### config.mk
export PLATFORM = sky130hd
export DESIGN_NAME = box_collision_pushback_unit
export DESIGN_NICKNAME = d
export VERILOG_FILES = /design/src/rtl/bcp_pkg.sv /design/src/rtl/box_collision_pushback_unit.sv /design/src/rtl/bcp_rect_mem.sv /design/src/rtl/bcp_overlap_unit.sv
export SDC_FILE = /design/constraint.sdc
export NUM_CORES = 2
export LEC_CHECK = 0
export BUFFER_PORTS_ARGS = -buffer_cell sky130_fd_sc_hd__buf_2
export CAP_MARGIN = 40
export CORE_AREA = 3 3 282 284
export DETAILED_ROUTE_END_ITERATION = 10
export DIE_AREA = 0 0 285 287
export GPL_TIMING_DRIVEN = 0
export MAX_ROUTING_LAYER = met4
export PLACE_DENSITY = 0.88
export SLEW_MARGIN = 40
export SYNTH_ARGS = -nofsm -noshare
export SYNTH_HDL_FRONTEND = slang
export SYNTH_SLANG_ARGS = --single-unit
### constraint.sdc
create_clock -name i_clk -period 16 [get_ports i_clk]
set_input_delay 0.8 -clock i_clk [delete_from_list [all_inputs] [get_ports i_clk]]
set_output_delay 0.8 -clock i_clk [all_outputs]
set_load 0.05 [all_outputs]
### src/rtl/bcp_pkg.sv
// Shared types and constants for the box collision pushback block.
// Used by every module in rtl/; depends on nothing else.
`default_nettype none

package bcp_pkg;

    // Item operation codes.
    typedef enum logic [1:0] {
        OP_LOAD    = 2'd0,
        OP_MOVE_X  = 2'd1,
        OP_MOVE_Y  = 2'd2,
        OP_RESET   = 2'd3
    } t_op;

    // Configuration register indexes.
    localparam int CFG_IDX_W = 3;
    typedef logic [CFG_IDX_W-1:0] t_cfg_idx;

    localparam t_cfg_idx CFG_OBJECT_WIDTH  = 3'd0;
    localparam t_cfg_idx CFG_OBJECT_HEIGHT = 3'd1;
    localparam t_cfg_idx CFG_SPEED_X       = 3'd2;
    localparam t_cfg_idx CFG_SPEED_Y       = 3'd3;
    localparam t_cfg_idx CFG_RECT_COUNT    = 3'd4;

    // Field widths.
    localparam int POS_W   = 16;
    localparam int SIZE_W  = 12;
    localparam int SPEED_W = 11;
    localparam int COUNT_W = 5;
    localparam int SLOT_W  = 4;
    localparam int CFG_W   = 12;

    // One obstacle rectangle as kept in the table.
    typedef struct packed {
        logic signed [POS_W-1:0] left;
        logic signed [POS_W-1:0] right;
        logic signed [POS_W-1:0] top;
        logic signed [POS_W-1:0] bottom;
    } t_rect;

endpackage

`default_nettype wire

### src/rtl/box_collision_pushback_unit.sv
// Box collision pushback top level: sequencer, position and configuration.
// Depends on bcp_pkg, bcp_rect_mem and bcp_overlap_unit.
// A load or reset-position word goes from S_IDLE straight to S_DONE; a move
// word goes through S_ADD, S_SCAN and S_DONE. S_SCAN reads the table one
// rectangle per cycle, for rect_count entries limited to MAX_RECTS, through
// a single registered memory port into one shared overlap comparator. The
// result word appears on the o_ ports for one cycle with o_strobe high and
// must be taken then, since the receiver cannot stall; busy stays high after
// an accepted word through that cycle. There is no clearing pass after reset.
`default_nettype none

module box_collision_pushback_unit #(
    parameter int MAX_RECTS = 16
) (
    input  wire                                  i_clk,
    input  wire                                  i_rst_n,
    // Command side
    input  wire                                  start,
    output logic                                 busy,
    input  wire        [1:0]                     i_operation,
    input  wire        [bcp_pkg::SLOT_W-1:0]     i_rect_index,
    input  wire signed [bcp_pkg::POS_W-1:0]      i_rect_left,
    input  wire signed [bcp_pkg::POS_W-1:0]      i_rect_right,
    input  wire signed [bcp_pkg::POS_W-1:0]      i_rect_top,
    input  wire signed [bcp_pkg::POS_W-1:0]      i_rect_bottom,
    input  wire                                  i_move_dir,
    // Configuration write port
    input  wire                                  i_cfg_we,
    input  wire        [bcp_pkg::CFG_IDX_W-1:0]  i_cfg_idx,
    input  wire        [bcp_pkg::CFG_W-1:0]      i_cfg_data,
    // Result side
    output logic                                 o_strobe,
    output logic signed [bcp_pkg::POS_W-1:0]     o_pos_x_out,
    output logic signed [bcp_pkg::POS_W-1:0]     o_pos_y_out,
    output logic                                 o_hit
);
    import bcp_pkg::*;

    localparam int IDX_W = (MAX_RECTS > 1) ? $clog2(MAX_RECTS) : 1;
    localparam int LIM_W = $clog2(MAX_RECTS + 1);
    localparam int CMP_W = (LIM_W > COUNT_W) ? LIM_W : COUNT_W;

    typedef enum logic [3:0] {
        S_IDLE = 4'b0001,
        S_ADD  = 4'b0010,
        S_SCAN = 4'b0100,
        S_DONE = 4'b1000
    } t_state;

    t_state r_state, n_state;

    // Configuration registers
    logic [SIZE_W-1:0]  r_obj_w;
    logic [SIZE_W-1:0]  r_obj_h;
    logic [SPEED_W-1:0] r_speed_x;
    logic [SPEED_W-1:0] r_speed_y;
    logic [COUNT_W-1:0] r_rect_count;

    // Working registers
    t_op                r_op;
    logic               r_dir;
    logic               r_fin;
    logic signed [POS_W-1:0] r_pos_x;
    logic signed [POS_W-1:0] r_pos_y;
    logic [LIM_W-1:0]   r_limit;
    logic [LIM_W-1:0]   r_issue;
    logic               r_pend;
    logic               r_found;
    logic signed [POS_W-1:0] r_edge_near;
    logic signed [POS_W-1:0] r_edge_far;
    logic               r_hit;

    logic               accept;
    logic               load_we;
    t_rect              wr_rect;
    t_rect              rd_rect;
    logic [IDX_W-1:0]   rd_addr;
    logic               overlap;
    logic [LIM_W-1:0]   limit_calc;
    logic               axis_x;
    logic [SIZE_W-1:0]  axis_size;
    logic signed [POS_W-1:0] push_pos;

    assign accept  = start && !busy;
    assign busy    = (r_state != S_IDLE);
    assign axis_x  = (r_op == OP_MOVE_X);
    assign load_we = accept && (t_op'(i_operation) == OP_LOAD) &&
                     (32'(i_rect_index) < MAX_RECTS);

    assign wr_rect.left   = i_rect_left;
    assign wr_rect.right  = i_rect_right;
    assign wr_rect.top    = i_rect_top;
    assign wr_rect.bottom = i_rect_bottom;
    assign rd_addr        = r_issue[IDX_W-1:0];

    // Active count, saturated at the table depth.
    always_comb begin
        if (CMP_W'(r_rect_count) > CMP_W'(MAX_RECTS)) begin
            limit_calc = LIM_W'(MAX_RECTS);
        end else begin
            limit_calc = LIM_W'(r_rect_count);
        end
    end

    // Pushback target for the moved axis.
    always_comb begin
        axis_size = axis_x ? r_obj_w : r_obj_h;
        if (r_dir) begin
            push_pos = r_edge_far;
        end else begin
            push_pos = r_edge_near - $signed({{(POS_W-SIZE_W){1'b0}}, axis_size});
        end
    end

    bcp_rect_mem #(
        .DEPTH (MAX_RECTS),
        .AW    (IDX_W)
    ) u_rect_mem (
        .i_clk   (i_clk),
        .i_we    (load_we),
        .i_waddr (IDX_W'(i_rect_index)),
        .i_wdata (wr_rect),
        .i_raddr (rd_addr),
        .o_rdata (rd_rect)
    );

    bcp_overlap_unit u_overlap (
        .i_pos_x   (r_pos_x),
        .i_pos_y   (r_pos_y),
        .i_width   (r_obj_w),
        .i_height  (r_obj_h),
        .i_rect    (rd_rect),
        .o_overlap (overlap)
    );

    // Configuration writes.
    always_ff @(posedge i_clk) begin
        if (!i_rst_n) begin
            r_obj_w      <= '0;
            r_obj_h      <= '0;
            r_speed_x    <= '0;
            r_speed_y    <= '0;
            r_rect_count <= '0;
        end else if (i_cfg_we) begin
            unique case (i_cfg_idx)
                CFG_OBJECT_WIDTH:  r_obj_w      <= i_cfg_data[SIZE_W-1:0];
                CFG_OBJECT_HEIGHT: r_obj_h      <= i_cfg_data[SIZE_W-1:0];
                CFG_SPEED_X:       r_speed_x    <= i_cfg_data[SPEED_W-1:0];
                CFG_SPEED_Y:       r_speed_y    <= i_cfg_data[SPEED_W-1:0];
                CFG_RECT_COUNT:    r_rect_count <= i_cfg_data[COUNT_W-1:0];
                default: ;
            endcase
        end
    end

    // Sequencer next state.
    always_comb begin
        n_state = r_state;
        unique case (r_state)
            S_IDLE: begin
                if (accept) begin
                    if (t_op'(i_operation) == OP_MOVE_X ||
                        t_op'(i_operation) == OP_MOVE_Y) begin
                        n_state = S_ADD;
                    end else begin
                        n_state = S_DONE;
                    end
                end
            end
            S_ADD: begin
                n_state = S_SCAN;
            end
            S_SCAN: begin
                if (r_fin) begin
                    n_state = S_DONE;
                end
            end
            S_DONE: begin
                n_state = S_IDLE;
            end
            default: n_state = S_IDLE;
        endcase
    end

    always_ff @(posedge i_clk) begin
        if (!i_rst_n) begin
            r_state <= S_IDLE;
        end else begin
            r_state <= n_state;
        end
    end

    // Position, scan counter and hit tracking.
    always_ff @(posedge i_clk) begin
        if (!i_rst_n) begin
            r_pos_x <= '0;
            r_pos_y <= '0;
            r_hit   <= 1'b0;
            r_found <= 1'b0;
            r_pend  <= 1'b0;
            r_fin   <= 1'b0;
            r_issue <= '0;
            r_limit <= '0;
            r_op    <= OP_LOAD;
            r_dir   <= 1'b0;
        end else begin
            unique case (r_state)
                S_IDLE: begin
                    if (accept) begin
                        r_op  <= t_op'(i_operation);
                        r_dir <= i_move_dir;
                        r_hit <= 1'b0;
                        if (t_op'(i_operation) == OP_RESET) begin
                            r_pos_x <= '0;
                            r_pos_y <= '0;
                        end
                    end
                end
                S_ADD: begin
                    // Step the moved axis and set up the table scan.
                    if (axis_x) begin
                        r_pos_x <= r_pos_x +
                                   {{(POS_W-SPEED_W){r_speed_x[SPEED_W-1]}}, r_speed_x};
                    end else begin
                        r_pos_y <= r_pos_y +
                                   {{(POS_W-SPEED_W){r_speed_y[SPEED_W-1]}}, r_speed_y};
                    end
                    r_limit <= limit_calc;
                    r_issue <= '0;
                    r_pend  <= 1'b0;
                    r_found <= 1'b0;
                    r_fin   <= (limit_calc == '0);
                end
                S_SCAN: begin
                    if (r_fin) begin
                        // Apply the pushback from the last overlapping entry.
                        r_fin <= 1'b0;
                        r_hit <= r_found;
                        if (r_found) begin
                            if (axis_x) begin
                                r_pos_x <= push_pos;
                            end else begin
                                r_pos_y <= push_pos;
                            end
                        end
                    end else begin
                        // Issue one read a cycle, compare the returned data in the next cycle.
                        if (r_issue < r_limit) begin
                            r_issue <= r_issue + 1'b1;
                            r_pend  <= 1'b1;
                        end else begin
                            r_pend  <= 1'b0;
                        end
                        if (r_pend && overlap) begin
                            r_found <= 1'b1;
                        end
                        if (r_pend && (r_issue == r_limit)) begin
                            r_fin <= 1'b1;
                        end
                    end
                end
                S_DONE: begin
                    r_pend <= 1'b0;
                end
                default: ;
            endcase
        end
    end

    // Latest overlapping rectangle edges for the moved axis.
    always_ff @(posedge i_clk) begin
        if (r_state == S_SCAN && !r_fin && r_pend && overlap) begin
            r_edge_near <= axis_x ? rd_rect.left  : rd_rect.top;
            r_edge_far  <= axis_x ? rd_rect.right : rd_rect.bottom;
        end
    end

    // Result word.
    assign o_strobe    = (r_state == S_DONE);
    assign o_pos_x_out = r_pos_x;
    assign o_pos_y_out = r_pos_y;
    assign o_hit       = r_hit;

`ifndef ASSERT_OFF
    a_accept_busy: assert property (@(posedge i_clk) disable iff (!i_rst_n)
        accept |=> busy)
        else $error("busy not raised after an accepted word");

    a_single_strobe: assert property (@(posedge i_clk) disable iff (!i_rst_n)
        o_strobe |=> !o_strobe)
        else $error("result strobe held longer than one cycle");

    a_hit_on_move: assert property (@(posedge i_clk) disable iff (!i_rst_n)
        (o_strobe && o_hit) |-> (r_op == OP_MOVE_X || r_op == OP_MOVE_Y))
        else $error("hit reported for a word that is not a move");

    a_reset_zero: assert property (@(posedge i_clk) disable iff (!i_rst_n)
        (o_strobe && r_op == OP_RESET) |-> (o_pos_x_out == '0 && o_pos_y_out == '0))
        else $error("reset-position word did not clear the position");

    a_pos_idle: assert property (@(posedge i_clk) disable iff (!i_rst_n)
        (!busy && !accept) |=> ($stable(r_pos_x) && $stable(r_pos_y)))
        else $error("position changed while idle");
`endif

endmodule

`default_nettype wire

### src/rtl/bcp_rect_mem.sv
// Obstacle rectangle table: one write port, one registered read port.
// Depends on bcp_pkg for the rectangle type.
`default_nettype none

module bcp_rect_mem #(
    parameter int DEPTH = 16,
    parameter int AW    = 4
) (
    input  wire                 i_clk,
    input  wire                 i_we,
    input  wire  [AW-1:0]       i_waddr,
    input  bcp_pkg::t_rect      i_wdata,
    input  wire  [AW-1:0]       i_raddr,
    output bcp_pkg::t_rect      o_rdata
);
    import bcp_pkg::*;

    t_rect r_mem [DEPTH];
    t_rect r_rdata;

    // Write on load items.
    always_ff @(posedge i_clk) begin
        if (i_we) begin
            r_mem[i_waddr] <= i_wdata;
        end
    end

    // Registered read for the scan.
    always_ff @(posedge i_clk) begin
        r_rdata <= r_mem[i_raddr];
    end

    assign o_rdata = r_rdata;

endmodule

`default_nettype wire

### src/rtl/bcp_overlap_unit.sv
// Shared strict-overlap test of the box against one rectangle.
// Depends on bcp_pkg for the rectangle type and widths.
`default_nettype none

module bcp_overlap_unit (
    input  wire signed [bcp_pkg::POS_W-1:0]  i_pos_x,
    input  wire signed [bcp_pkg::POS_W-1:0]  i_pos_y,
    input  wire        [bcp_pkg::SIZE_W-1:0] i_width,
    input  wire        [bcp_pkg::SIZE_W-1:0] i_height,
    input  bcp_pkg::t_rect                   i_rect,
    output logic                             o_overlap
);
    import bcp_pkg::*;

    localparam int EXT_W = POS_W + 2;

    logic signed [EXT_W-1:0] far_x;
    logic signed [EXT_W-1:0] far_y;
    logic signed [EXT_W-1:0] left_ext;
    logic signed [EXT_W-1:0] top_ext;

    // Box far edges, exact with no wrap.
    always_comb begin
        far_x    = {{2{i_pos_x[POS_W-1]}}, i_pos_x} +
                   $signed({{(EXT_W-SIZE_W){1'b0}}, i_width});
        far_y    = {{2{i_pos_y[POS_W-1]}}, i_pos_y} +
                   $signed({{(EXT_W-SIZE_W){1'b0}}, i_height});
        left_ext = {{2{i_rect.left[POS_W-1]}}, i_rect.left};
        top_ext  = {{2{i_rect.top[POS_W-1]}}, i_rect.top};
    end

    // All four sides are strict.
    assign o_overlap = (far_x > left_ext) && (i_pos_x < i_rect.right) &&
                       (far_y > top_ext) && (i_pos_y < i_rect.bottom);

endmodule

`default_nettype wire

== Word level (Yosys, flattened, before mapping) ==
Memory sizes are Yosys's and may differ from the RTL's. A register that Yosys moved wholly into a read port is not among the register bits.
Index checks and enable logic that the tools add are counted.

* $add $sub $neg: 6
* $lt $le $gt $ge: 6
* Equal/unequal tests: 25
* Mux-type cells: 38
* Reduce and logical (&&, ||, !) cells: 34

{| class="wikitable"
|+ Operators by type and width
! cell !! count
|-
| $mux W16 || 13
|-
| $pmux W16 S3 || 2
|-
| $add A16 B13 Y17 || 2
|-
| $gt A17 B16 Y1 || 2
|-
| $add A16 B16 Y16 || 2
|-
| $lt A16 B16 Y1 || 2
|-
| $ne A2 B2 Y1 const B || 11
|-
| $reduce_and A2 Y1 || 8
|-
| $sub A16 B13 Y16 || 1
|-
| $mux W5 || 3
|-
| $reduce_and A7 Y1 || 2
|-
| $mux W12 || 1
|-
| $mux W4 || 3
|-
| $pmux W4 S3 || 1
|-
| $logic_and A1 B1 Y1 || 10
|-
| $mux W1 || 10
|-
| $pmux W5 S2 || 1
|-
| $reduce_and A3 Y1 || 3
|-
| $pmux W1 S2 || 4
|-
| $eq A3 B2 Y1 const B || 2
|-
| $reduce_bool A2 Y1 || 3
|-
| $add A5 B1 Y5 const B || 1
|-
| $eq A5 B5 Y1 || 1
|-
| $gt A5 B5 Y1 const B || 1
|-
| other kinds (17) || 20
|}

* Flip-flop bits (word level): 136
* Memory bits (writable): 1024
* Output and inout bits: 35
* Memories: 1

{| class="wikitable"
|+ Memories
! memory !! words !! bits a word !! read ports !! clocked after Yosys merged registers in !! wr ports !! line !! RTL
|-
| u_rect_mem.r_mem || 16 || 64 || 1 || 1 || 1 || bcp_rect_mem.sv:18 || <nowiki>t_rect r_mem [DEPTH];</nowiki>
|}

== Longest topological paths before layout ==
* Depth in word-level cells: 9
* Depth in mapped cells: 20

== Cells and area by module ==
A second synthesis with hierarchy kept.

* Cell total of the unflattened synthesis: 3044
* Area, all modules: 50428.4 um^2

{| class="wikitable"
|+ By module, submodules not included
! module !! times used !! cells an instance !! area each (um^2) !! seq. area each (um^2)
|-
| bcp_rect_mem || 1 || 1647 || 39581.7 || 32030.7
|-
| box_collision_pushback_unit || 1 || 991 || 7960.1 || 3042.9
|-
| bcp_overlap_unit || 1 || 406 || 2886.5 || 0.0
|}

== Worst setup path before layout ==
Ideal clock, no wire load.

* Path kind: reg2reg
* Start: register r_state[1]
* End: memory u_rect_mem.r_mem[0][0] (netlist bit) (enable)
* Setup time: 0.565 ns
* Arrival time: 6.143 ns
* Slack: 9.292 ns
* Cell stages (with the launch flop): 7
* Path buffers: 1
* Period minus slack after synthesis: 6.708 ns
* Cells stage by stage: dfxtp_1 or4b_4 nor2_2 buf_2 nand2_1 or3_1 nor3_1

* Cells in the longest elaborated chain, start to end: 6

{| class="wikitable"
|+ RTL lines
! element !! line !! RTL
|-
| from (decl) || box_collision_pushback_unit.sv:50 || <nowiki>t_state r_state, n_state;</nowiki>
|-
| from (signal assigned) || box_collision_pushback_unit.sv:189 || <nowiki>r_state <= n_state;</nowiki>
|-
| $ne A4 B1 Y1 || box_collision_pushback_unit.sv:85 || <nowiki>assign busy = (r_state != S_IDLE);</nowiki>
|-
| net busy || box_collision_pushback_unit.sv:19 || <nowiki>output logic busy,</nowiki>
|-
| $logic_not A1 Y1 || box_collision_pushback_unit.sv:84 || <nowiki>assign accept = start && !busy;</nowiki>
|-
| $logic_and A1 B1 Y1 || box_collision_pushback_unit.sv:84 ||
|-
| $logic_and A1 B1 Y1 || box_collision_pushback_unit.sv:87 || <nowiki>assign load_we = accept && (t_op'(i_operation) == OP_LOAD) &&</nowiki>
|-
| $mux W1 || bcp_rect_mem.sv:23 || <nowiki>if (i_we) begin</nowiki>
|-
| $mux W1 (implied by the code) || bcp_rect_mem.sv:24 || <nowiki>r_mem[i_waddr] <= i_wdata;</nowiki>
|-
| to (decl) || bcp_rect_mem.sv:18 ||
|}

The timed path passes the listed nets, and every way through them passes these cells.

== Worst setup path after layout ==
* Start: register r_pos_x[1], in the netlist o_pos_x_out[1]
* End: register r_edge_far[10] (enable)

* Cells in the longest elaborated chain, start to end: 6
* Elaborated cells between the ends (all ways): 7
* Classes of those cells: add/sub: 1; order compare: 2; reduce/logical: 4

{| class="wikitable"
|+ RTL lines
! element !! line !! RTL
|-
| from (decl) || box_collision_pushback_unit.sv:63 || <nowiki>logic signed [POS_W-1:0] r_pos_x;</nowiki>
|-
| from (signal assigned) || box_collision_pushback_unit.sv:222 || <nowiki>r_pos_x <= r_pos_x +</nowiki>
|-
| from (signal assigned) || box_collision_pushback_unit.sv:241 || <nowiki>r_pos_x <= push_pos;</nowiki>
|-
| $add A16 B13 Y17 || bcp_overlap_unit.sv:24 || <nowiki>far_x = {{2{i_pos_x[POS_W-1]}}, i_pos_x} +</nowiki>
|-
| $gt A17 B16 Y1 || bcp_overlap_unit.sv:33 || <nowiki>assign o_overlap = (far_x > left_ext) && (i_pos_x < i_rect.right) &&</nowiki>
|-
| $logic_and A1 B1 Y1 * (2 in a row) || bcp_overlap_unit.sv:33 ||
|-
| $logic_and A1 B1 Y1 * || bcp_overlap_unit.sv:34 || <nowiki>(far_y > top_ext) && (i_pos_y < i_rect.bottom);</nowiki>
|-
| $logic_and A1 B1 Y1 * || box_collision_pushback_unit.sv:272 || <nowiki>if (r_state == S_SCAN && !r_fin && r_pend && overlap) begin</nowiki>
|-
| to (signal assigned) || box_collision_pushback_unit.sv:274 || <nowiki>r_edge_far <= axis_x ? rd_rect.right : rd_rect.bottom;</nowiki>
|-
| to (decl) || box_collision_pushback_unit.sv:70 || <nowiki>logic signed [POS_W-1:0] r_edge_far;</nowiki>
|}

Every way passes the cells marked *; elsewhere a longest branch is shown, timed or not.
A chain may end at the register's enable or synchronous reset.

==> impl_metrics.json <==
{
  "status": "finished with violations",
  "violations": "DRC",
  "drtIter0Drc": 5819,
  "final-seq-area_um2": 35100,
  "ys_ff_latch": 1224,
  "synth-seq-area-share_pct": 69.9,
  "h-tree-depth": 3,
  "worst_pin_slew_ns": 0.960,
  "area_delta_synth_final_pct": 15.5,
  "gp_congestion": 1.06,
  "peakVddDrop_uv": 132,
  "grt_pass1_vias": 31800,
  "root_buffer": "clkbuf_16",
  "cts_hold_buf": 0,
  "cp.required_ns": 16.40,
  "path_buf_inv": 2,
  "io_pins": 125,
  "yosysUniqueCellTypes": 74,
  "power.leakage_nw": 19.8,
  "slowest_stage": "a211oi_1",
  "muxShareOfSynthArea_pct": 14.8,
  "synth_top_family_by_area": "multiplexers",
  "wirelength_um": 162000,
  "synth_nets": 3022,
  "cts_setup_buffers": 0,
  "crit_type": "reg -> reg",
  "cts_buffers": 116,
  "first_pass_iters": 11,
  "cts.clk_slew.worst_paths_ns": 0.06,
  "drv_slew": 0,
  "grt_pass1_wl_um": 231000,
  "slew_headroom_pct": 36.0,
  "power.internal_mw": 5.14,
  "cts_buffer_depth": 3,
  "netlist_instances": 2789,
  "multi_input_area_um2": 14400,
  "die_height_um": 287,
  "overflow": 0,
  "endpoint_kind": "flip-flop",
  "port_buffers": 124,
  "layout-drive-gt1-share_pct": 25.8,
  "finalSetupTns_ns": 0,
  "cts_resized": 0,
  "clock_sinks": 1224,
  "arrival_ns": 7.09,
  "hold_class": "in -> reg",
  "swShare_pct": 22.1,
  "timing.fmax_mhz": 150,
  "fin_crit_ns": 6.68,
  "finalWorstSetupSlack_ns": 9.32,
  "antenna_found_initial": 13,
  "ys_warn_count": 0,
  "placedInstanceArea_um2": 54000,
  "clockPowerShare_pct": 43.5,
  "final_util_pct": 74.9,
  "layout.nets": 3384,
  "finClkSkew_ns": 0.0555,
  "async_reset_ff_share_pct": 0,
  "layoutNonFillerInstCount": 4304,
  "hold_ws_ns": 0.407,
  "grtUsageTotal_pct": 41.6,
  "synth-main-ff-cell": "edfxtp_1",
  "slowest_delay_ns": 0.76,
  "power.density_nw_per_um2": 114,
  "syn-cell-area_um2": 50200,
  "synth_compound_area_share_pct": 4.82,
  "cp-start-kind": "flip-flop",
  "synthXorXnorAreaFrac_pct": 1.17,
  "wl_per_cell_um": 37.7,
  "path_delay_family": "compound AO/OA/AOI/OAI gates",
  "ant_nets": 0,
  "crit_chain": "inv_1 > fa_1 > nor2b_1 > o21a_1 > o21ai_0 > a21oi_1 > o2111ai_1 > a31oi_1 > nand3_1 > xnor2_1 > ha_1 > nand2_1 > or4_1 > o21ai_0 > o311ai_0 > a211oi_1 > and4_2 > buf_16",
  "drcViolationCount": 113,
  "syn_area_per_cell_um2": 18.0,
  "rows": 102,
  "via_count": 32000,
  "cp_max_fo": 19,
  "synth-simple-area-share_pct": 3.95,
  "synth_fa_ha_area_share_pct": 3.64,
  "cts_tree": "done",
  "dp_hpwl_um": 101000,
  "combPwrFrac_pct": 3.3,
  "viasPerCell": 7.44,
  "synth_edf_count": 1056,
  "finish.instance_area_um2": 57900,
  "hold_viol_final": 0,
  "worst_path_most_repeated_cell": "o21ai_0",
  "core_area_um2": 77300,
  "max_cap_violations": 0,
  "rsz0062_at_grt": "false",
  "dpl.cell_count": 4070,
  "dieArea_um2": 81800,
  "dieWidth_um": 285,
  "start_util_pct": 64.9,
  "dp_slack_ns": 10.22,
  "setup_viol": 0,
  "fillers": 3981,
  "switching_power_mw": 1.46,
  "power_mw": 6.59,
  "worst_skew_pair.late_latency_ns": 0.75,
  "grt_max_degree": 20,
  "p_seq_share_pct": 53.2,
  "min_period_over_period_pct": 41.8
}
==> power by group through the flow <==
stage	clock, mW	combinational, mW	sequential (mW)
floorplan	0	0.0879	3.58
global placement	0	0.179	3.57
detailed placement	0	0.200	3.57
CTS	2.86	0.209	3.50
global route	2.97	0.228	3.50
finish	2.87	0.218	3.50
==> synth_stat cells, drive strengths merged, types with 4 or more instances <==
cell type  count  area [um^2]
edfxtp      1056        31700
mux4         320         7210
nand2        206          773
dfxtp        168         3360
ha           138         1730
inv          101          379
o21ai         96          480
clkbuf        84          317
a21oi         73          380
nor2          57          216
a21boi        52          390
xnor2         46          403
buf           36          171
a21o          31          233
a31oi         31          194
nor3          27          135
nor2b         21          131
xor2          21          184
nand3         20          100
mux2i         19          190
nand2b        17          106
a211oi        12         90.1
nand4         12         75.1
o21a          11         82.6
and2          10         62.6
o211ai        10         75.1
and3           8         50.1
nand3b         8         60.1
o211a          8         80.1
or2            8         50.1
or3            8         50.1
o21bai         6         45.0
o31ai          6         45.0
fa             5          100
a211o          4         35.0
==> area by class of cell <==
type	count	area share (%)
inverter	101	0.654
tap	1040	2.25
clock inverter	61	1.25
timing repair buffer	244	4.09
buffer	120	0.900
multi-input combinational	1344	24.8
sequential	1224	60.5
clock buffer	159	5.48
antenna	11	0.0475
==> layout by cell type, fill, tap and decap left out, drive strengths merged, types with 17 or more instances in the layout <==
master	n
ha	138
xnor2	46
a21o	31
nor2	57
clkbuf	244
nor3	27
edfxtp	1056
nand2	206
nor2b	21
buf	279
clkinv	43
nand3	20
a31oi	31
a21boi	52
inv	104
nand2b	17
dfxtp	168
mux4	320
xor2	21
a21oi	73
o21ai	96
mux2i	19
==> registers in the layout (all words and copies together) (netlist names), 4 cells and up <==
| register | count |
|---|---|
| r_rect_count | 5 |
| u_rect_mem.o_rdata | 64 |
| r_limit | 5 |
| r_obj_w | 12 |
| r_state | 4 |
| r_edge_near | 16 |
| o_pos_x_out | 16 |
| r_speed_x | 11 |
| o_pos_y_out | 16 |
| u_rect_mem.r_mem | 1024 |
| r_edge_far | 16 |
| r_speed_y | 11 |
| r_obj_h | 12 |
| r_issue | 5 |
==> worst paths after layout <==
kind | from | endpoint | cells past startpoint | slack [ns]
max | o_pos_x_out[1]$_SDFFE_PN0P_ | r_edge_far[10]$_DFFE_PP_ | 18 | 9.32
min | i_move_dir | r_dir$_SDFFE_PN0P_ | 3 | 0.41
max reg2reg | o_pos_x_out[1]$_SDFFE_PN0P_ | r_edge_far[10]$_DFFE_PP_ | 18 | 9.32
min reg2reg | r_speed_x[6]$_SDFFE_PN0P_ | r_speed_x[6]$_SDFFE_PN0P_ | 2 | 0.48
==> worst register-to-register path: stages (launching register included) <==
cell	delay, ns
dfxtp_1	0.72
inv_1	0.18
fa_1	0.50
nor2b_1	0.14
o21a_1	0.14
o21ai_0	0.11
a21oi_1	0.24
o2111ai_1	0.22
a31oi_1	0.44
nand3_1	0.23
xnor2_1	0.24
ha_1	0.37
nand2_1	0.14
or4_1	0.62
o21ai_0	0.19
o311ai_0	0.19
a211oi_1	0.76
and4_2	0.73
buf_16	0.23
==> per-layer routing <==
layer	global-route usage (%)	vias up	routed length (um)
met5	-	-	0
met4	25.8	0	12600
met3	12.3	917	21300
met2	63.0	3370	76600
met1	49.7	15800	51900
li1	-	11900	-
==> logic make-up (layout without fill, tap and decap cells) <==
logic type,count (synthesis),in the layout
adder cells (fa/ha/maj),143,143
XOR/XNOR,67,67
buffers and inverters,221,685
flip-flops,1224,1224
multiplexers,342,342
AO/OA/AOI/OAI,371,371
AND/OR/NAND/NOR,421,421
other,0,11
Note: power is estimated with default switching activity, not from simulation.
